`config.mk`:
```
export PLATFORM = sky130hd
export DESIGN_NAME = ialu_cell
export DESIGN_NICKNAME = d
export VERILOG_FILES = /design/src/rtl/ialu_pkg.sv /design/src/rtl/ialu_cell.sv
export SDC_FILE = /design/constraint.sdc
export NUM_CORES = 1
export LEC_CHECK = 0
export BUFFER_PORTS_ARGS = -buffer_cell sky130_fd_sc_hd__buf_4
export CORE_MARGIN = 2
export CORE_UTILIZATION = 45
export CTS_CLUSTER_DIAMETER = 80
export DETAILED_ROUTE_END_ITERATION = 6
export GPL_ROUTABILITY_DRIVEN = 0
export PLACE_DENSITY = 0.78
export SYNTH_ARGS = -nofsm -noshare
export SYNTH_HDL_FRONTEND = slang
export SYNTH_SLANG_ARGS = --single-unit
```
`constraint.sdc`:
```
create_clock -name clk_i -period 5.3 [get_ports clk_i]
set_input_delay 1.06 -clock clk_i [delete_from_list [all_inputs] [get_ports clk_i]]
set_output_delay 1.06 -clock clk_i [all_outputs]
set_load 0.01 [all_outputs]
```
`src/rtl/ialu_pkg.sv`:
```
// Package for the integer ALU: operation codes, error codes and the control
// word that travels with each item. No dependencies.
`default_nettype none
package ialu_pkg;

  localparam logic [4:0] OP_ADD   = 5'd0;
  localparam logic [4:0] OP_SUB   = 5'd1;
  localparam logic [4:0] OP_MUL   = 5'd2;
  localparam logic [4:0] OP_DIV   = 5'd3;
  localparam logic [4:0] OP_MOD   = 5'd4;
  localparam logic [4:0] OP_AND   = 5'd5;
  localparam logic [4:0] OP_OR    = 5'd6;
  localparam logic [4:0] OP_XOR   = 5'd7;
  localparam logic [4:0] OP_SAR   = 5'd8;
  localparam logic [4:0] OP_SHL   = 5'd9;
  localparam logic [4:0] OP_EQ    = 5'd10;
  localparam logic [4:0] OP_NE    = 5'd11;
  localparam logic [4:0] OP_LT    = 5'd12;
  localparam logic [4:0] OP_GT    = 5'd13;
  localparam logic [4:0] OP_LE    = 5'd14;
  localparam logic [4:0] OP_GE    = 5'd15;
  localparam logic [4:0] OP_LAND  = 5'd16;
  localparam logic [4:0] OP_LOR   = 5'd17;
  localparam logic [4:0] OP_NOT   = 5'd18;
  localparam logic [4:0] OP_NEG   = 5'd19;
  localparam logic [4:0] OP_LNOT  = 5'd20;
  localparam logic [4:0] OP_CE    = 5'd21;
  localparam logic [4:0] OP_CNE   = 5'd22;
  localparam logic [4:0] OP_CG    = 5'd23;
  localparam logic [4:0] OP_CGE   = 5'd24;
  localparam logic [4:0] OP_CL    = 5'd25;
  localparam logic [4:0] OP_CLE   = 5'd26;
  localparam logic [4:0] OP_CA    = 5'd27;
  localparam logic [4:0] OP_CAE   = 5'd28;
  localparam logic [4:0] OP_CB    = 5'd29;
  localparam logic [4:0] OP_CBE   = 5'd30;

  localparam logic [1:0] ERR_OK    = 2'd0;
  localparam logic [1:0] ERR_DIV0  = 2'd1;
  localparam logic [1:0] ERR_BADOP = 2'd2;

  typedef struct packed {
    logic       is_div;  // result comes from the divider chain
    logic       is_mod;  // take the remainder instead of the quotient
    logic       neg_q;   // negate the quotient at the end
    logic       neg_r;   // negate the remainder at the end
    logic [1:0] err;
  } ialu_ctl_t;

endpackage
`default_nettype wire

```
`src/rtl/ialu_cell.sv`:
```
// One restoring-division cell: produces one quotient bit per item and hands
// the partial remainder and all other item data to the next cell.
// Depends on ialu_pkg.
`default_nettype none
module ialu_cell
  import ialu_pkg::*;
#(
  parameter int DATA_WIDTH = 32
) (
  input  wire logic                  clk_i,
  input  wire logic                  rst_ni,
  input  wire logic                  valid_i,
  output      logic                  ready_o,
  input  wire ialu_ctl_t             ctl_i,
  input  wire logic [DATA_WIDTH-1:0] rem_i,
  input  wire logic [DATA_WIDTH-1:0] dq_i,
  input  wire logic [DATA_WIDTH-1:0] dvs_i,
  input  wire logic [DATA_WIDTH-1:0] res_i,
  output      logic                  valid_o,
  input  wire logic                  ready_i,
  output      ialu_ctl_t             ctl_o,
  output      logic [DATA_WIDTH-1:0] rem_o,
  output      logic [DATA_WIDTH-1:0] dq_o,
  output      logic [DATA_WIDTH-1:0] dvs_o,
  output      logic [DATA_WIDTH-1:0] res_o
);
  logic                  valid_q;
  ialu_ctl_t             ctl_q;
  logic [DATA_WIDTH-1:0] rem_q, rem_d, dq_q, dq_d, dvs_q, res_q;
  logic [DATA_WIDTH:0]   trial, diff;
  logic                  fits;

  assign ready_o = !valid_q || ready_i;

  // The dividend shifts out of the top of dq while quotient bits enter below.
  always_comb begin
    trial = {rem_i, dq_i[DATA_WIDTH-1]};
    diff  = trial - {1'b0, dvs_i};
    fits  = trial >= {1'b0, dvs_i};
    rem_d = fits ? diff[DATA_WIDTH-1:0] : trial[DATA_WIDTH-1:0];
    dq_d  = {dq_i[DATA_WIDTH-2:0], fits};
  end

  always_ff @(posedge clk_i or negedge rst_ni) begin
    if (!rst_ni) begin
      valid_q <= 1'b0;
    end else if (ready_o) begin
      valid_q <= valid_i;
    end
  end

  always_ff @(posedge clk_i) begin
    if (ready_o && valid_i) begin
      ctl_q <= ctl_i;
      rem_q <= rem_d;
      dq_q  <= dq_d;
      dvs_q <= dvs_i;
      res_q <= res_i;
    end
  end

  assign valid_o = valid_q;
  assign ctl_o   = ctl_q;
  assign rem_o   = rem_q;
  assign dq_o    = dq_q;
  assign dvs_o   = dvs_q;
  assign res_o   = res_q;
endmodule
`default_nettype wire

```
==> impl_metrics.toml <==
[power_and_ir_drop]
total_power_mw = 2.94
p_leak_nw = 3.92
ir_worst_vdd_v = 0.000202
p_per_area_nw_per_um2 = 325

[floorplan]
die_w_um = 122
ioPinCount = 274
dieArea_sq_um = 14900
core_sq_um = 13800
rows = 43
initial_core_util = 0.456
dieHeight_um = 122

[worst_setup_path]
slowest_delay_ps = 420
crit_fanout = 4
worstPathRequired_ps = 5460
worst-path-buf-inv = 2
cp-end-kind = "flop"
cp_common_cell = "a21oi_1"
cp.arrival_ps = 4090
cpLargestDelayFamily = "compound AO/OA/AOI/OAI gates"
path_class = "in2reg"
slowest_stage = "fa_1"
path_cells = "buf_4 > inv_1 > ha_1 > fa_1 > nand2b_1 > a21oi_1 > o21ai_0 > o311a_1 > a31oi_1 > a21oi_1 > o41ai_1 > xor2_1 > mux2_1"
cp-start-kind = "primary input"

[grt]
grt_pass1_vias = 4777
grt_max_degree = 79
antenna_found_initial = 0
grt_pass1_wl_um = 24900
track_usage = 0.222
grt_overflow = 0

[sta]
skew_ps = 12.4
max_freq_mhz = 255
min_period_ps = 3930
relSlewSlack = 0.486
max_slew.worst_pin.slew_ps = 771
fin_setup_tns_ps = 0
setup_viol = 0
final-hold-violation-count = 0
period_share = 0.741
rsz0062_at_grt = "no"
drv_slew = 0

[layout]
diodes = 0
syn2layout_area_growth_pct = 44.2
finalCoreUtilization = 0.657
final_common_cell = "buf_4"
nets = 931
final_cell_mix = "buf_4, edfxtp_1, a21oi_1"
fillCellCount = 1079
final_layout_size_suffix_gt1_frac = 0.412

[clocking]
hold_buffers = 0
cts_buffer_depth = 2
cts_setup_buffers = 0
root_buffer = "clkbuf_16"
cts_resized = 0
cts.sinks = 135
cts_tree = "yes"
cts-htree-levels = 4
clkTransAtPathRegs_ps = 60
numCtsBuffers = 17
clock_latency_ps = 420

[synthesis]
ys_types = 49
syn_area_per_cell_sq_um = 13.0
synth_edf_count = 134
ys_seq_elements = 135
synthesis.nets = 654
syn-cell-area_sq_um = 6280
ys_seq_area_frac = 0.645
ys_warn_count = 0
synthCells = 483
synthArstFlopShare = 0.00741
synth_ff_type = "edfxtp_1"

[route]
via_count = 4934
first_pass_iters = 5
drt_wl_total_um = 17000
antenna_left = 0
viasPerCell = 5.18
wl_per_cell_um = 17.9
route.detailed.drc = 0
drtIter0Drc = 321

[outcome]
outcome = "complete, no violations"

[worst_hold_path]
hold_path_class = "in2async"

[place]
dp_hpwl_um = 13000
port_buffers = 273

[flow_run]
drv_cap = 0
==> final cells by class <==
class                   count  area, sq um  area share
clock buffers              17          425      0.0470
clock inverters            14          128      0.0141
inverters                  38          143      0.0158
multi-input cells         292         2000       0.221
flip-flops and latches    135         4050       0.447
well taps                 180          225      0.0249
repair buffers            276         2080       0.230
==> stage by stage <==
step | instance area [sq um] | hold slack, ps | setup WS, ps | cells
3_3_place_gp | 8500 | 555 | 1070 | 921
3_5_place_dp | 8500 | 571 | 985 | 921
5_1_grt | 9050 | 394 | 1230 | 952
6_report | 9050 | 419 | 1370 | 952
4_1_cts | 9050 | 393 | 1430 | 952
2_1_floorplan | 6280 | 622 | 435 | 483
==> synth_stat cells (all sizes together), types with 3 or more instances <==
| master | n | area share |
|---|---|---|
| buf | 11 | 0.010 |
| o21ai | 18 | 0.015 |
| mux2 | 10 | 0.018 |
| nand3 | 8 | 0.0064 |
| inv | 38 | 0.023 |
| a211oi | 4 | 0.0056 |
| a31oi | 5 | 0.0050 |
| clkbuf | 7 | 0.0044 |
| a21o | 12 | 0.014 |
| nand2b | 5 | 0.0050 |
| a21oi | 56 | 0.045 |
| nand4 | 8 | 0.0080 |
| o211ai | 4 | 0.0048 |
| nor2 | 35 | 0.021 |
| xor2 | 12 | 0.017 |
| nor4 | 4 | 0.0040 |
| nor2b | 3 | 0.0030 |
| edfxtp | 134 | 0.64 |
| o21bai | 3 | 0.0036 |
| and2 | 3 | 0.0030 |
| nand2 | 26 | 0.016 |
| o21a | 6 | 0.0072 |
| ha | 32 | 0.064 |
| xnor2 | 15 | 0.021 |
==> registers in the layout, summed over array words and instances, names as in the netlist <==
name and cells:
dq_o 32, dvs_o 32, valid_o 1, rem_o 32, ctl_o 6, res_o 32
==> worst paths after layout <==
| kind | depth (start not counted) | startpoint | to | slack [ps] |
|---|---|---|---|---|
| min | 1 | rst_ni | valid_o | 420 |
| max in group asynchronous | 1 | rst_ni | valid_o | 4800 |
| min reg2reg | 2 | valid_o | valid_o | 580 |
| max | 13 | dq_i[31] | rem_o[30] | 1370 |
| max reg2reg | 3 | valid_o | dq_o[8] | 3250 |
| min in group clk_i | 2 | valid_o | valid_o | 580 |
==> per-layer routing <==
| layer | wire [um] | track usage | vias up |
|---|---|---|---|
| met4 | 488 | 0.0934 | 0 |
| met3 | 1530 | 0.0815 | 30 |
| met2 | 8570 | 0.377 | 212 |
| met5 | 0 | 0 | - |
| li1 | - | - | 2353 |
| met1 | 6430 | 0.252 | 2339 |
==> where the power goes <==
group          switching [mW]  leakage [nW]  internal (mW)
logic                   0.285          2.37          0.268
registers              0.0210          1.28           1.27
clock network           0.448         0.262          0.644
total                   0.754          3.92           2.19
==> cell families after synthesis <==
kind of cell               after synthesis  synth area share
DFF                                    135             0.645
AOI/OAI and AO/OA                      119             0.117
and+or+nand+nor                        102            0.0771
buffers and inverters                   56            0.0371
adders and majority gates               33            0.0670
xor gates and xnor gates                27            0.0377
muxes                                   11            0.0195
Note: power is estimated with default switching activity, not from simulation.
