`src/rtl/ialu_pkg.sv`:
```
// Package for the integer ALU: operation codes, error codes and the control
// word that travels with each item. No dependencies.
`default_nettype none
package ialu_pkg;

  localparam logic [4:0] OP_ADD   = 5'd0;
  localparam logic [4:0] OP_SUB   = 5'd1;
  localparam logic [4:0] OP_MUL   = 5'd2;
  localparam logic [4:0] OP_DIV   = 5'd3;
  localparam logic [4:0] OP_MOD   = 5'd4;
  localparam logic [4:0] OP_AND   = 5'd5;
  localparam logic [4:0] OP_OR    = 5'd6;
  localparam logic [4:0] OP_XOR   = 5'd7;
  localparam logic [4:0] OP_SAR   = 5'd8;
  localparam logic [4:0] OP_SHL   = 5'd9;
  localparam logic [4:0] OP_EQ    = 5'd10;
  localparam logic [4:0] OP_NE    = 5'd11;
  localparam logic [4:0] OP_LT    = 5'd12;
  localparam logic [4:0] OP_GT    = 5'd13;
  localparam logic [4:0] OP_LE    = 5'd14;
  localparam logic [4:0] OP_GE    = 5'd15;
  localparam logic [4:0] OP_LAND  = 5'd16;
  localparam logic [4:0] OP_LOR   = 5'd17;
  localparam logic [4:0] OP_NOT   = 5'd18;
  localparam logic [4:0] OP_NEG   = 5'd19;
  localparam logic [4:0] OP_LNOT  = 5'd20;
  localparam logic [4:0] OP_CE    = 5'd21;
  localparam logic [4:0] OP_CNE   = 5'd22;
  localparam logic [4:0] OP_CG    = 5'd23;
  localparam logic [4:0] OP_CGE   = 5'd24;
  localparam logic [4:0] OP_CL    = 5'd25;
  localparam logic [4:0] OP_CLE   = 5'd26;
  localparam logic [4:0] OP_CA    = 5'd27;
  localparam logic [4:0] OP_CAE   = 5'd28;
  localparam logic [4:0] OP_CB    = 5'd29;
  localparam logic [4:0] OP_CBE   = 5'd30;

  localparam logic [1:0] ERR_OK    = 2'd0;
  localparam logic [1:0] ERR_DIV0  = 2'd1;
  localparam logic [1:0] ERR_BADOP = 2'd2;

  typedef struct packed {
    logic       is_div;  // result comes from the divider chain
    logic       is_mod;  // take the remainder instead of the quotient
    logic       neg_q;   // negate the quotient at the end
    logic       neg_r;   // negate the remainder at the end
    logic [1:0] err;
  } ialu_ctl_t;

endpackage
`default_nettype wire

```
`src/rtl/ialu_front.sv`:
```
// Entry stage: decodes the operation, computes every result that needs no
// division (including the product) and prepares operand magnitudes for the divider.
// Depends on ialu_pkg.
`default_nettype none
module ialu_front
  import ialu_pkg::*;
#(
  parameter int DATA_WIDTH = 32
) (
  input  wire logic                  clk_i,
  input  wire logic                  rst_ni,
  input  wire logic                  valid_i,
  output      logic                  ready_o,
  input  wire logic [4:0]            op_i,
  input  wire logic [DATA_WIDTH-1:0] left_i,
  input  wire logic [DATA_WIDTH-1:0] right_i,
  output      logic                  valid_o,
  input  wire logic                  ready_i,
  output      ialu_ctl_t             ctl_o,
  output      logic [DATA_WIDTH-1:0] dq_o,
  output      logic [DATA_WIDTH-1:0] dvs_o,
  output      logic [DATA_WIDTH-1:0] res_o
);
  localparam int SW = $clog2(DATA_WIDTH);

  logic                  valid_q;
  ialu_ctl_t             ctl_q, ctl_d;
  logic [DATA_WIDTH-1:0] dq_q, dq_d, dvs_q, dvs_d, res_q, res_d;
  logic [DATA_WIDTH-1:0] prod, mag_a, mag_b;
  logic [SW-1:0]         sh;
  logic                  neg_a, neg_b, slt, sgt, ult, ugt, eq, az, bz;

  assign ready_o = !valid_q || ready_i;

  always_comb begin
    neg_a = left_i[DATA_WIDTH-1];
    neg_b = right_i[DATA_WIDTH-1];
    mag_a = neg_a ? (~left_i + 1'b1) : left_i;
    mag_b = neg_b ? (~right_i + 1'b1) : right_i;
    prod  = left_i * right_i;
    sh    = right_i[SW-1:0];
    slt   = $signed(left_i) < $signed(right_i);
    sgt   = $signed(left_i) > $signed(right_i);
    ult   = left_i < right_i;
    ugt   = left_i > right_i;
    eq    = left_i == right_i;
    az    = left_i == '0;
    bz    = right_i == '0;
    ctl_d = '{is_div: 1'b0, is_mod: 1'b0, neg_q: neg_a ^ neg_b, neg_r: neg_a,
              err: ERR_OK};
    dq_d  = mag_a;
    dvs_d = mag_b;
    res_d = '0;
    case (op_i)
      OP_ADD:  res_d = left_i + right_i;
      OP_SUB:  res_d = left_i - right_i;
      OP_MUL:  res_d = prod;
      OP_DIV, OP_MOD: begin
        if (bz) begin
          ctl_d.err = ERR_DIV0;
        end else begin
          ctl_d.is_div = 1'b1;
          ctl_d.is_mod = (op_i == OP_MOD);
        end
      end
      OP_AND:  res_d = left_i & right_i;
      OP_OR:   res_d = left_i | right_i;
      OP_XOR:  res_d = left_i ^ right_i;
      OP_SAR:  res_d = $signed(left_i) >>> sh;
      OP_SHL:  res_d = left_i << sh;
      OP_EQ, OP_CE:   res_d[0] = eq;
      OP_NE, OP_CNE:  res_d[0] = !eq;
      OP_LT, OP_CL:   res_d[0] = slt;
      OP_GT, OP_CG:   res_d[0] = sgt;
      OP_LE, OP_CLE:  res_d[0] = !sgt;
      OP_GE, OP_CGE:  res_d[0] = !slt;
      OP_LAND: res_d[0] = !az && !bz;
      OP_LOR:  res_d[0] = !az || !bz;
      OP_NOT:  res_d = ~left_i;
      OP_NEG:  res_d = ~left_i + 1'b1;
      OP_LNOT: res_d[0] = az;
      OP_CA:   res_d[0] = ugt;
      OP_CAE:  res_d[0] = !ult;
      OP_CB:   res_d[0] = ult;
      OP_CBE:  res_d[0] = !ugt;
      default: ctl_d.err = ERR_BADOP;
    endcase
  end

  always_ff @(posedge clk_i or negedge rst_ni) begin
    if (!rst_ni) begin
      valid_q <= 1'b0;
    end else if (ready_o) begin
      valid_q <= valid_i;
    end
  end

  always_ff @(posedge clk_i) begin
    if (ready_o && valid_i) begin
      ctl_q <= ctl_d;
      dq_q  <= dq_d;
      dvs_q <= dvs_d;
      res_q <= res_d;
    end
  end

  assign valid_o = valid_q;
  assign ctl_o   = ctl_q;
  assign dq_o    = dq_q;
  assign dvs_o   = dvs_q;
  assign res_o   = res_q;
endmodule
`default_nettype wire

```
`config.mk`:
```
export PLATFORM = sky130hd
export DESIGN_NAME = ialu_front
export DESIGN_NICKNAME = d
export VERILOG_FILES = /design/src/rtl/ialu_pkg.sv /design/src/rtl/ialu_front.sv
export SDC_FILE = /design/constraint.sdc
export NUM_CORES = 2
export LEC_CHECK = 0
export BUFFER_PORTS_ARGS = -buffer_cell sky130_fd_sc_hd__buf_2
export CAP_MARGIN = 20
export CORE_MARGIN = 2
export CORE_UTILIZATION = 30
export CTS_CLUSTER_SIZE = 14
export DETAILED_ROUTE_END_ITERATION = 10
export HOLD_SLACK_MARGIN = 0.06
export PLACE_DENSITY_LB_ADDON = 0.12
export SLEW_MARGIN = 20
export SYNTH_ARGS = -nofsm -noshare
export SYNTH_HDL_FRONTEND = slang
export SYNTH_SLANG_ARGS = --single-unit
```
`constraint.sdc`:
```
create_clock -name clk_i -period 4.1 [get_ports clk_i]
set_input_delay 0.41 -clock clk_i [delete_from_list [all_inputs] [get_ports clk_i]]
set_output_delay 0.41 -clock clk_i [all_outputs]
set_load 0.05 [all_outputs]
```
==> results_dict.tcl <==
set metrics [dict create \
    status "finished with violations" \
    violations "negative setup slack" \
    synth_xor_area_share_pct 5.34 \
    yosysWarnings 0 \
    synth_ff_type "edfxtp_1" \
    cts_buffers 9 \
    area_delta_synth_final_pct 37.4 \
    preCtsSetupSlack_ps -3540 \
    muxShareOfSynthArea_pct 6.26 \
    die_h_um 314 \
    crit_chain "buf_8 > clkinvlp_4 > buf_12 > buf_4 > nor2_2 > fa_1 > inv_1 > fa_1 > fa_2 > fa_1 > inv_1 > fa_1 > fa_1 > fa_1 > fa_1 > ha_4 > buf_4 > a21oi_1 > nor2b_1 > nor2_1 > o21ai_1 > a21oi_2 > xor2_2 > o211ai_1" \
    post-dp-hpwl_um 127000 \
    worst_slack_ps -2540 \
    layout-drive-gt1-share_pct 32.8 \
    crit_buf_inv 7 \
    drt-initial-drc-count 2715 \
    clockRootBuffer "clkbuf_16" \
    mostFrequentLayoutCell "buf_4" \
    start_util_pct 30.3 \
    grt_max_degree 60 \
    clk_pin_slew_ps 80 \
    slew_violations 0 \
    cpPeakStageDelay_ps 570 \
    fin_skew_ps 22.1 \
    avgSynthCellArea_um2 8.43 \
    synth_top_family_by_area "adder cells" \
    grtUsageTotal_pct 31.5 \
    hold_path.class "in2reg" \
    yosys.area_share.simple_pct 16.3 \
    dieWidth_um 314 \
    fin_crit_ps 6640 \
    tns_ps -49990 \
    via_per_inst 5.44 \
    num-nets-final 4791 \
    crit_fanout 6 \
    critPathTopFamily "adder cells" \
    clk_latency_ps 460 \
    cts_tree "built" \
    finalNonFillerCells 5359 \
    multi_input_area_um2 24700 \
    max_clock_freq_mhz 151 \
    postRouteAntennaNets 0 \
    end_kind "flop" \
    synth_adder_area_share_pct 38.2 \
    synth-seq-cells 103 \
    setup_viol 27 \
    place_congestion 0.993 \
    async_reset_ff_share_pct 0.971 \
    grt_pass1_vias 29489 \
    antenna_found_initial 7 \
    register_area_um2 3090 \
    yosysUniqueCellTypes 91 \
    syn-cell-area_um2 28800 \
    firstDrtPassIters 6 \
    place.port_buffers 176 \
    final_cell_mix "591 x buf_4, 432 x nor2_1, 406 x inv_1" \
    hold_violations 0 \
    ios 177 \
    synth_nets 4119 \
    netlist_instances 3414 \
    period_share_pct 162 \
    wl_um 156000 \
    cts_buffer_depth 2 \
    crit_arrival_ps 6790 \
    crit_path_frequent_cell "fa_1" \
    core_region_area_um2 95000 \
    synth_edf_count 102 \
    required_ps 4260 \
    wl_per_cell_um 29.0 \
    rsz0062_at_grt "true" \
    ys_seq_area_share_pct 10.7 \
    nFillCells 9750 \
    cap_violations 0 \
    overflow 0 \
    critPathSlowestCell "fa_1" \
    critPathLaunchType "input pin" \
    clock-sinks 103 \
    placedCellCount 5243 \
    placementRows 113 \
    worstSetupPathType "in2reg" \
    tightest_slew_ps 1000 \
    num_vias 29132 \
    dieArea_um2 98400 \
    slew_headroom_pct 33.2 \
    grt_first_pass_wirelength_um 220000 \
    cts_max_level 3 \
    synth_compound_area_share_pct 13.6 \
    remaining_drc_errors 0 \
]
cell usage after synthesis, drive strengths merged, types with 18 or more instances:
library cell    n  area (um^2)
clkbuf        195          732
xor2           23          201
o22ai          31          194
nand2b         22          138
buf            55          234
mux2i          37          370
inv           470         1760
nor2          513         1930
mux4           61         1370
a21o           27          203
nand3          42          210
fa            410         8210
a211oi         24          180
o211ai         33          248
a21oi         136          681
nor3           53          275
a221oi         27          243
edfxtp        102         3060
nand4          18          119
o21ai         127          636
nand2         327         1230
xnor2         150         1310
ha            222         2780
or3            27          169
flip-flops by register name, summed over array words and instances, names as in the netlist:
signal,cells
dq_o,32
dvs_o,32
ctl_o,6
valid_o,1
res_o,32
cells by family after synthesis:
logic type               count (synthesis)
XOR/XNOR                               174
buffers and inverters                  729
AO/OA/AOI/OAI                          587
multiplexers                           103
flip-flops                             103
adder cells (fa/ha/maj)                633
AND/OR/NAND/NOR                       1085
stage by stage:
step	utilization, %	cell area, um^2	hold slack [ps]
after floorplan	-	29600	114
after global placement	37.9	36000	186
after detailed placement	37.9	36000	186
after CTS	40.4	38400	155
after global routing	41.6	39500	181
final	41.6	39500	172
worst register-to-register path, stage by stage, from the launching register on:
cell and delay, ps:
dfrtp_1 390, nand2b_1 110, and2_4 810, buf_12 360
area by class of cell:
| class | instances | area share, % |
|---|---|---|
| clock inverters | 7 | 0.180 |
| clock buffers | 9 | 0.570 |
| inverters | 479 | 4.96 |
| diodes | 3 | 0.0190 |
| multi-input cells | 2582 | 62.5 |
| repair buffers | 911 | 19.9 |
| well taps | 1265 | 4.00 |
| flip-flops and latches | 103 | 7.81 |
final timing paths:
check	depth (start not counted)	start	endpoint	slack, ps
setup / recovery	24	left_i[20]	res_o[25]$_DFFE_PP_	-2540
hold / removal	2	valid_i	valid_o$_DFFE_PN0N_	170
setup reg to reg	3	valid_o$_DFFE_PN0N_	dvs_o[19]$_DFFE_PP_	2080
hold reg to reg	2	valid_o$_DFFE_PN0N_	valid_o$_DFFE_PN0N_	560
max in group asynchronous	2	rst_ni	valid_o$_DFFE_PN0N_	3760
min in group asynchronous	2	rst_ni	valid_o$_DFFE_PN0N_	260
repair_timing:
item | in CTS | in global routing
setup buffers | 61 | 45
hold endpoints to repair | 1 | 0
cloned | 2 | 0
pin swaps | 147 | 146
endpoints found under the setup margin | 29 | 29
resized for setup | 391 | 213
hold buffers | 1 | 0
metal layers:
layer	GRT usage (%)	share of wire [%]	vias to the layer above
met2	48.0	44	1395
met1	42.9	42	14786
met4	13.3	5.4	4
li1	-	-	12632
met5	0	0.017	-
met3	6.93	9.0	315
Power is not shown: default switching activity piles up to over one toggle a cycle in this logic, so the estimate is an artifact.
