File: config.mk
export PLATFORM = sky130hd
export DESIGN_NAME = ialu_back
export DESIGN_NICKNAME = d
export VERILOG_FILES = /design/src/rtl/ialu_pkg.sv /design/src/rtl/ialu_back.sv
export SDC_FILE = /design/constraint.sdc
export NUM_CORES = 1
export LEC_CHECK = 0
export BUFFER_PORTS_ARGS = -buffer_cell sky130_fd_sc_hd__buf_2
export CAP_MARGIN = 20
export CORE_MARGIN = 5
export CORE_UTILIZATION = 51
export DETAILED_ROUTE_END_ITERATION = 12
export GPL_ROUTABILITY_DRIVEN = 0
export MAX_ROUTING_LAYER = met4
export PLACE_DENSITY = 0.85
export SYNTH_ARGS = -nofsm -noshare
export SYNTH_HDL_FRONTEND = slang
export SYNTH_SLANG_ARGS = --single-unit
File: constraint.sdc
create_clock -name clk_i -period 4 [get_ports clk_i]
set_input_delay 0.8 -clock clk_i [delete_from_list [all_inputs] [get_ports clk_i]]
set_output_delay 0.8 -clock clk_i [all_outputs]
set_load 0.01 [all_outputs]
File: src/rtl/ialu_pkg.sv
// Package for the integer ALU: operation codes, error codes and the control
// word that travels with each item. No dependencies.
`default_nettype none
package ialu_pkg;

  localparam logic [4:0] OP_ADD   = 5'd0;
  localparam logic [4:0] OP_SUB   = 5'd1;
  localparam logic [4:0] OP_MUL   = 5'd2;
  localparam logic [4:0] OP_DIV   = 5'd3;
  localparam logic [4:0] OP_MOD   = 5'd4;
  localparam logic [4:0] OP_AND   = 5'd5;
  localparam logic [4:0] OP_OR    = 5'd6;
  localparam logic [4:0] OP_XOR   = 5'd7;
  localparam logic [4:0] OP_SAR   = 5'd8;
  localparam logic [4:0] OP_SHL   = 5'd9;
  localparam logic [4:0] OP_EQ    = 5'd10;
  localparam logic [4:0] OP_NE    = 5'd11;
  localparam logic [4:0] OP_LT    = 5'd12;
  localparam logic [4:0] OP_GT    = 5'd13;
  localparam logic [4:0] OP_LE    = 5'd14;
  localparam logic [4:0] OP_GE    = 5'd15;
  localparam logic [4:0] OP_LAND  = 5'd16;
  localparam logic [4:0] OP_LOR   = 5'd17;
  localparam logic [4:0] OP_NOT   = 5'd18;
  localparam logic [4:0] OP_NEG   = 5'd19;
  localparam logic [4:0] OP_LNOT  = 5'd20;
  localparam logic [4:0] OP_CE    = 5'd21;
  localparam logic [4:0] OP_CNE   = 5'd22;
  localparam logic [4:0] OP_CG    = 5'd23;
  localparam logic [4:0] OP_CGE   = 5'd24;
  localparam logic [4:0] OP_CL    = 5'd25;
  localparam logic [4:0] OP_CLE   = 5'd26;
  localparam logic [4:0] OP_CA    = 5'd27;
  localparam logic [4:0] OP_CAE   = 5'd28;
  localparam logic [4:0] OP_CB    = 5'd29;
  localparam logic [4:0] OP_CBE   = 5'd30;

  localparam logic [1:0] ERR_OK    = 2'd0;
  localparam logic [1:0] ERR_DIV0  = 2'd1;
  localparam logic [1:0] ERR_BADOP = 2'd2;

  typedef struct packed {
    logic       is_div;  // result comes from the divider chain
    logic       is_mod;  // take the remainder instead of the quotient
    logic       neg_q;   // negate the quotient at the end
    logic       neg_r;   // negate the remainder at the end
    logic [1:0] err;
  } ialu_ctl_t;

endpackage
`default_nettype wire

File: src/rtl/ialu_back.sv
// Output stage: applies the signs to quotient or remainder, picks the final
// result and holds it in the output register. Depends on ialu_pkg.
`default_nettype none
module ialu_back
  import ialu_pkg::*;
#(
  parameter int DATA_WIDTH = 32
) (
  input  wire logic                  clk_i,
  input  wire logic                  rst_ni,
  input  wire logic                  valid_i,
  output      logic                  ready_o,
  input  wire ialu_ctl_t             ctl_i,
  input  wire logic [DATA_WIDTH-1:0] rem_i,
  input  wire logic [DATA_WIDTH-1:0] dq_i,
  input  wire logic [DATA_WIDTH-1:0] res_i,
  output      logic                  valid_o,
  input  wire logic                  ready_i,
  output      logic [DATA_WIDTH-1:0] result_o,
  output      logic [1:0]            error_o
);
  logic                  valid_q;
  logic [DATA_WIDTH-1:0] result_q, result_d, quo, rmd;
  logic [1:0]            error_q;

  assign ready_o = !valid_q || ready_i;

  always_comb begin
    quo      = ctl_i.neg_q ? (~dq_i + 1'b1) : dq_i;
    rmd      = ctl_i.neg_r ? (~rem_i + 1'b1) : rem_i;
    result_d = ctl_i.is_div ? (ctl_i.is_mod ? rmd : quo) : res_i;
  end

  always_ff @(posedge clk_i or negedge rst_ni) begin
    if (!rst_ni) begin
      valid_q <= 1'b0;
    end else if (ready_o) begin
      valid_q <= valid_i;
    end
  end

  always_ff @(posedge clk_i) begin
    if (ready_o && valid_i) begin
      result_q <= result_d;
      error_q  <= ctl_i.err;
    end
  end

  assign valid_o  = valid_q;
  assign result_o = result_q;
  assign error_o  = error_q;
endmodule
`default_nettype wire

==> reports/results.ini, run 1 <==
[status]
outcome = complete, no violations

[synth]
ys.flop_type = edfxtp_1
ys_async_sr_fraction_pct = 2.857
synth_top_cell_area_share_pct = 31.78
synth-warning-count = 0
yosysSeqAreaShare_pct = 32.55
synth_edf_count = 34
syn_nets = 450
ys_seq_elements = 35
mappedNetlistArea_um2 = 3213
synthesis.instances = 342
ys_top_cells_by_area = edfxtp_1, xor2_1, mux2i_1
synth_cell_type_count = 48
syn_area_per_cell_um2 = 9.395
yosysTopAreaCell = edfxtp_1

[grt]
grt_usage_pct = 26.50
antenna_found_initial = 0
grt_overflow = 0
grt_start_max_net_pins = 36
grt_pass1_wl_um = 15780
first_global_vias = 3200

[die]
initial_core_util_pct = 51.48
die_height_um = 89.38
core_um2 = 6241
die_w_um = 89.38
row_count = 29
die_area_um2 = 7988
ios = 142

[worst_setup_path]
critPathMaxStageDelay_ns = 0.64
worstRegToRegCells = 3
r2r-start = valid_o$_DFFE_PN0N_
cp_max_fo = 8
r2r_end = result_o[28]$_DFFE_PP_
crit_chain = buf_2 -> or4_1 -> nand4bb_1 -> o41ai_1 -> mux2i_1 -> o221ai_1
crit_required_ns = 4.01
worst-setup-path-type = in2reg
slowest_stage = or4_1
path_buf_inv = 1
cp_top_family = simple AND/OR/NAND/NOR gates
worstSetupEndpointType = flip-flop
rrSetupSlack_ns = 2.43
critPathLaunchType = primary input
cp.arrival_ns = 3.00

[routing]
avgRoutedWirePerCell_um = 19.16
firstDrtPassIters = 6
drtIter0Drc = 450
viasPerCell = 6.203
finalWirelength_um = 10460
routed-via-count = 3387
drc = 0
ant_nets = 0

[clocking]
clockBufferDepth = 2
path_clk_slew_ns = 0.07
clock_latency_ns = 0.30
cts.sinks = 35
cts-resized-gates = 0
numCtsBuffers = 5
cts-root-buf = clkbuf_8
cts_hold_buf = 0
postCtsSetupBuffers = 0
cts_tree = done
htreeDepth = 2

[final_layout]
layout_commonest_cell = buf_2
layout_common_cells = buf_2, xor2_1, edfxtp_1
area_growth_pct = 25.90
regArea_um2 = 1046
final_layout_size_suffix_gt1_share_pct = 36.03
fillers = 527
diodes = 0
multiInputGateArea_um2 = 2017
finalNetCount = 576

[power_and_ir_drop]
pwr-share-seq_pct = 41.0
cellLeakagePower_nw = 1.632
power.switching_w = 0.0003285
clkPwrFrac_pct = 30.1
ir_drop_uv = 223.6
combinationalPowerShare_pct = 28.9
swShare_pct = 30.22
p_int_w = 0.0007586
total_power_w = 0.001087
pwr_density_cell_nw_per_um2 = 268.8

[placed_design]
hpwl_um = 8155
io_buffers = 141

[sta]
slew_headroom_pct = 54.73
slew_viol_final = 0
clock-skew-final_ns = 0.009973
finalSetupTns_ns = 0
setup_viol = 0
fmax_mhz = 334.1
min_period_ns = 2.993
worst_pin_slew_ns = 0.6791
rsz0062_at_grt = no
final_min_period_over_clock_period_pct = 74.82
hold_viol = 0

[worst_hold_path]
hold_path.class = in2async

[job]
drv_cap = 0

## sequential cells by signal, summed over array words and instances (netlist names)
signal and count:
result_o 32, error_o 2, valid_o 1
## per-stage QoR
step / std cells / hold WS [ns] / setup WS, ns / utilization, % / area [um^2]
2_1_floorplan: 342 / 0.5044 / 1.198 / - / 3213
3_3_place_gp: 538 / 0.4935 / 0.8452 / 63.01 / 3933
3_5_place_dp: 538 / 0.5186 / 0.7758 / 63.01 / 3933
4_1_cts: 546 / 0.2596 / 1.089 / 64.82 / 4045
5_1_grt: 546 / 0.2556 / 0.8333 / 64.82 / 4045
6_report: 546 / 0.2637 / 1.007 / 64.82 / 4045
## power groups by stage
stage                     clock (W)  combinational (W)  sequential (W)
after floorplan                   0           0.000154        0.000469
after global placement            0           0.000299        0.000453
after detailed placement          0           0.000309        0.000454
after CTS                  0.000329           0.000310        0.000445
after global routing       0.000348           0.000341        0.000447
final                      0.000327           0.000315        0.000445
## cells in the mapped netlist (5+ instances only)
library cell and count:
nand3_1 6, mux2_2 8, nor4_1 8, nor3b_1 7
nor2_1 17, mux2i_1 18, nand2b_1 6, o21ai_0 15
nor3_1 9, inv_1 12, xnor2_1 12, o221ai_1 13
clkbuf_1 23, xor2_1 34, or3_1 5, o41ai_1 12
nand2_1 20, o31ai_1 22, or4_1 8, edfxtp_1 34
a21oi_1 5, nand3b_1 7
## metal layers
metal  part of all wire [%]  global-route usage, %  up-vias
met1                     39                  33.41     1551
met3                    9.9                  3.871       31
li1                       -                      -     1588
met4                    2.8                  10.28        0
met2                     49                  42.80      217
met5                      0                      -        -
## worst max path at each step
stage / from / to / slack (ns) / cells past startpoint
after floorplan: dq_i[6] / result_o[27]$_DFFE_PP_ / 1.20 / 6
after global placement: dq_i[10] / result_o[22]$_DFFE_PP_ / 0.85 / 6
after detailed placement: dq_i[10] / result_o[22]$_DFFE_PP_ / 0.78 / 6
after CTS: dq_i[10] / result_o[22]$_DFFE_PP_ / 1.09 / 6
after global routing: rem_i[1] / result_o[24]$_DFFE_PP_ / 0.83 / 8
final: dq_i[10] / result_o[22]$_DFFE_PP_ / 1.01 / 6
## worst register-to-register path: stages (launching register included)
cell	delay, ns
dfrtp_1	0.38
nand2b_1	0.10
and2_1	0.32
buf_4	0.42
## kinds of logic after synthesis
group / Yosys count / synth area share [%]
xor gates and xnor gates: 46 / 12.54
AOI/OAI and AO/OA: 87 / 21.46
muxes: 26 / 8.411
and+or+nand+nor: 108 / 19.59
adders and majority gates: 2 / 0.7787
buffers and inverters: 38 / 4.672
DFF: 35 / 32.55
## final cells by class
| cell class | count | share of cell area [%] |
|---|---|---|
| tap | 77 | 2.382 |
| multi-input combinational | 269 | 49.86 |
| timing repair buffer | 143 | 17.82 |
| clock inverter | 3 | 1.083 |
| clock buffer | 5 | 1.701 |
| sequential | 35 | 25.86 |
| inverter | 14 | 1.299 |
No activity file was read; power rests on OpenSTA's default activity.
==> run 2, diff against run 1 <==
- CORE_UTILIZATION: 51 -> 48
- PLACE_DENSITY: 0.85 -> 0.81
- clock period: 4 -> 2.9 ns (I/O delays scaled with it)
==> reports/results.ini, run 2 (same netlist as run 1, synthesis figures left out) <==
[final_layout]
multiInputGateArea_um2 = 2017  ; unchanged
regArea_um2 = 1046  ; unchanged
layout_commonest_cell = buf_2
final_layout_size_suffix_gt1_share_pct = 38.02  ; +2.0 points
finalNetCount = 591  ; +2.6%
area_growth_pct = 29.56
layout_common_cells = buf_2, xor2_1, edfxtp_1
largest_register_ffs = 32  ; unchanged
fillers = 529  ; +0.38%
diodes = 0  ; unchanged

[clocking]
cts_tree = done
cts.sinks = 35  ; unchanged
numCtsBuffers = 5  ; unchanged
htreeDepth = 2  ; unchanged
cts_hold_buf = 0  ; unchanged
cts-root-buf = clkbuf_8
clockBufferDepth = 2  ; unchanged
path_clk_slew_ns = 0.07  ; about the same
cts-resized-gates = 0  ; unchanged
clock_latency_ns = 0.29  ; about the same
postCtsSetupBuffers = 0  ; unchanged

[grt]
antenna_found_initial = 0  ; unchanged
first_global_vias = 3286  ; +2.7%
grt_start_max_net_pins = 36  ; unchanged
grt_pass1_wl_um = 16790  ; +6.4%
grt_overflow = 0  ; unchanged
grt_usage_pct = 25.45  ; -1.0 points

[sta]
setup_viol = 0  ; unchanged
slew_headroom_pct = 58.80  ; +4.1 points
worst_pin_slew_ns = 0.6179  ; -0.06114 ns
hold_viol = 0  ; unchanged
min_period_ns = 2.694
final_min_period_over_clock_period_pct = 92.90
clock-skew-final_ns = 0.008394  ; -0.001579 ns
slew_viol_final = 0  ; unchanged
hold_ws_ns = 0.05061  ; -0.2131 ns
fmax_mhz = 371.2
layout_setup_ws_ns = 0.2058  ; -0.8012 ns
rsz0062_at_grt = no

[worst_setup_path]
cp_num_cells = 6  ; unchanged
worstRegToRegCells = 3  ; unchanged
cp_max_fo = 8  ; unchanged
crit_chain = buf_2 -> or4_1 -> nand4bb_1 -> o41ai_1 -> mux2i_1 -> o221ai_1
worst-setup-path-type = in2reg
crit_required_ns = 2.91  ; -1.10 ns
critPathMaxStageDelay_ns = 0.64  ; about the same
r2r-start = valid_o$_DFFE_PN0N_
slowest_stage = or4_1
path_buf_inv = 1  ; unchanged
worstSetupEndpoint = result_o[22]$_DFFE_PP_
r2r_end = result_o[18]$_DFFE_PP_
rrSetupSlack_ns = 1.52  ; -0.91 ns
cp_top_family = simple AND/OR/NAND/NOR gates
startpoint = dq_i[10]
cp.arrival_ns = 2.71  ; -0.29 ns
critPathLaunchType = primary input
worstSetupEndpointType = flip-flop

[routing]
routed-via-count = 3433  ; +1.4%
ant_nets = 0  ; unchanged
firstDrtPassIters = 5  ; -1
drc = 0  ; unchanged
avgRoutedWirePerCell_um = 19.13  ; -0.13%
finalWirelength_um = 10730  ; +2.6%
viasPerCell = 6.119  ; -1.4%
drtIter0Drc = 468  ; +4.0%

[die]
ios = 142  ; unchanged
core_um2 = 6422  ; +2.9%
die_area_um2 = 8430  ; +5.5%
die_w_um = 91.82  ; +2.7%
initial_core_util_pct = 50.03  ; -1.5 points
row_count = 29  ; unchanged
die_height_um = 91.82  ; +2.7%

[placed_design]
place_ws_ns = -0.01978  ; -0.7956 ns
io_buffers = 141  ; unchanged
hpwl_um = 8571  ; +5.1%

[status]
outcome = complete, no violations

[power_and_ir_drop]
pwr_density_cell_nw_per_um2 = 368.1  ; +37%
cellLeakagePower_nw = 1.707  ; +4.6%
ir_drop_uv = 205.5  ; -8.1%

[worst_hold_path]
hold_path.class = in2async

[job]
drv_cap = 0  ; unchanged

[run 2: cell count changes in the layout (fill, tap and decap cells not counted)]
cell | previous run | this run
clkbuf_8 | 5 | 6
clkinv_4 | 1 | 0
buf_4 | 2 | 17
[run 2: report_power, final]
group | switching, W | leakage [nW] | internal, W | total (W)
logic | 0.000255 | 1.31 | 0.000194 | 0.000449
registers | 0.00000967 | 0.336 | 0.000605 | 0.000615
clock network | 0.000190 | 0.0612 | 0.000278 | 0.000468
total | 0.000454 | 1.71 | 0.00108 | 0.00153
[run 2: routing by layer]
layer  part of all wire, %  wire, um  global-route usage [%]  vias up
met5                     0         0                       -        -
met1                    41      4371                   34.38     1566
li1                      -         -                       -     1623
met2                    46      4920                   39.32      216
met3                    11      1129                   4.173       28
met4                   2.9       312                   7.673        0
[run 2: worst min-delay path by stage]
stage,depth (start not counted),from,to
after global placement,1,rst_ni,valid_o$_DFFE_PN0N_
after CTS,1,rst_ni,valid_o$_DFFE_PN0N_
after floorplan,0,rst_ni,valid_o$_DFFE_PN0N_
after global routing,1,rst_ni,valid_o$_DFFE_PN0N_
final,1,rst_ni,valid_o$_DFFE_PN0N_
after detailed placement,1,rst_ni,valid_o$_DFFE_PN0N_
[run 2: final cells by class]
type,instances,share of cell area (%)
Clock buffer,6,1.984
Clock inverter,2,0.8416
Inverter,14,1.262
Multi-Input combinational cell,269,48.45
Sequential cell,35,25.13
Tap cell,77,2.314
Timing Repair Buffer,158,20.02
[run 2: through the flow]
step	TNS [ns]	std cells	power, W	cell area [um^2]	utilization (%)
finish	0	561	0.001532	4163	64.82
CTS	0	561	0.001524	4163	64.82
global placement	-0.04822	553	0.001054	4045	62.98
detailed placement	-0.01978	553	0.001066	4045	62.98
floorplan	0	342	0.0008594	3213	-
global route	0	561	0.001600	4163	64.82
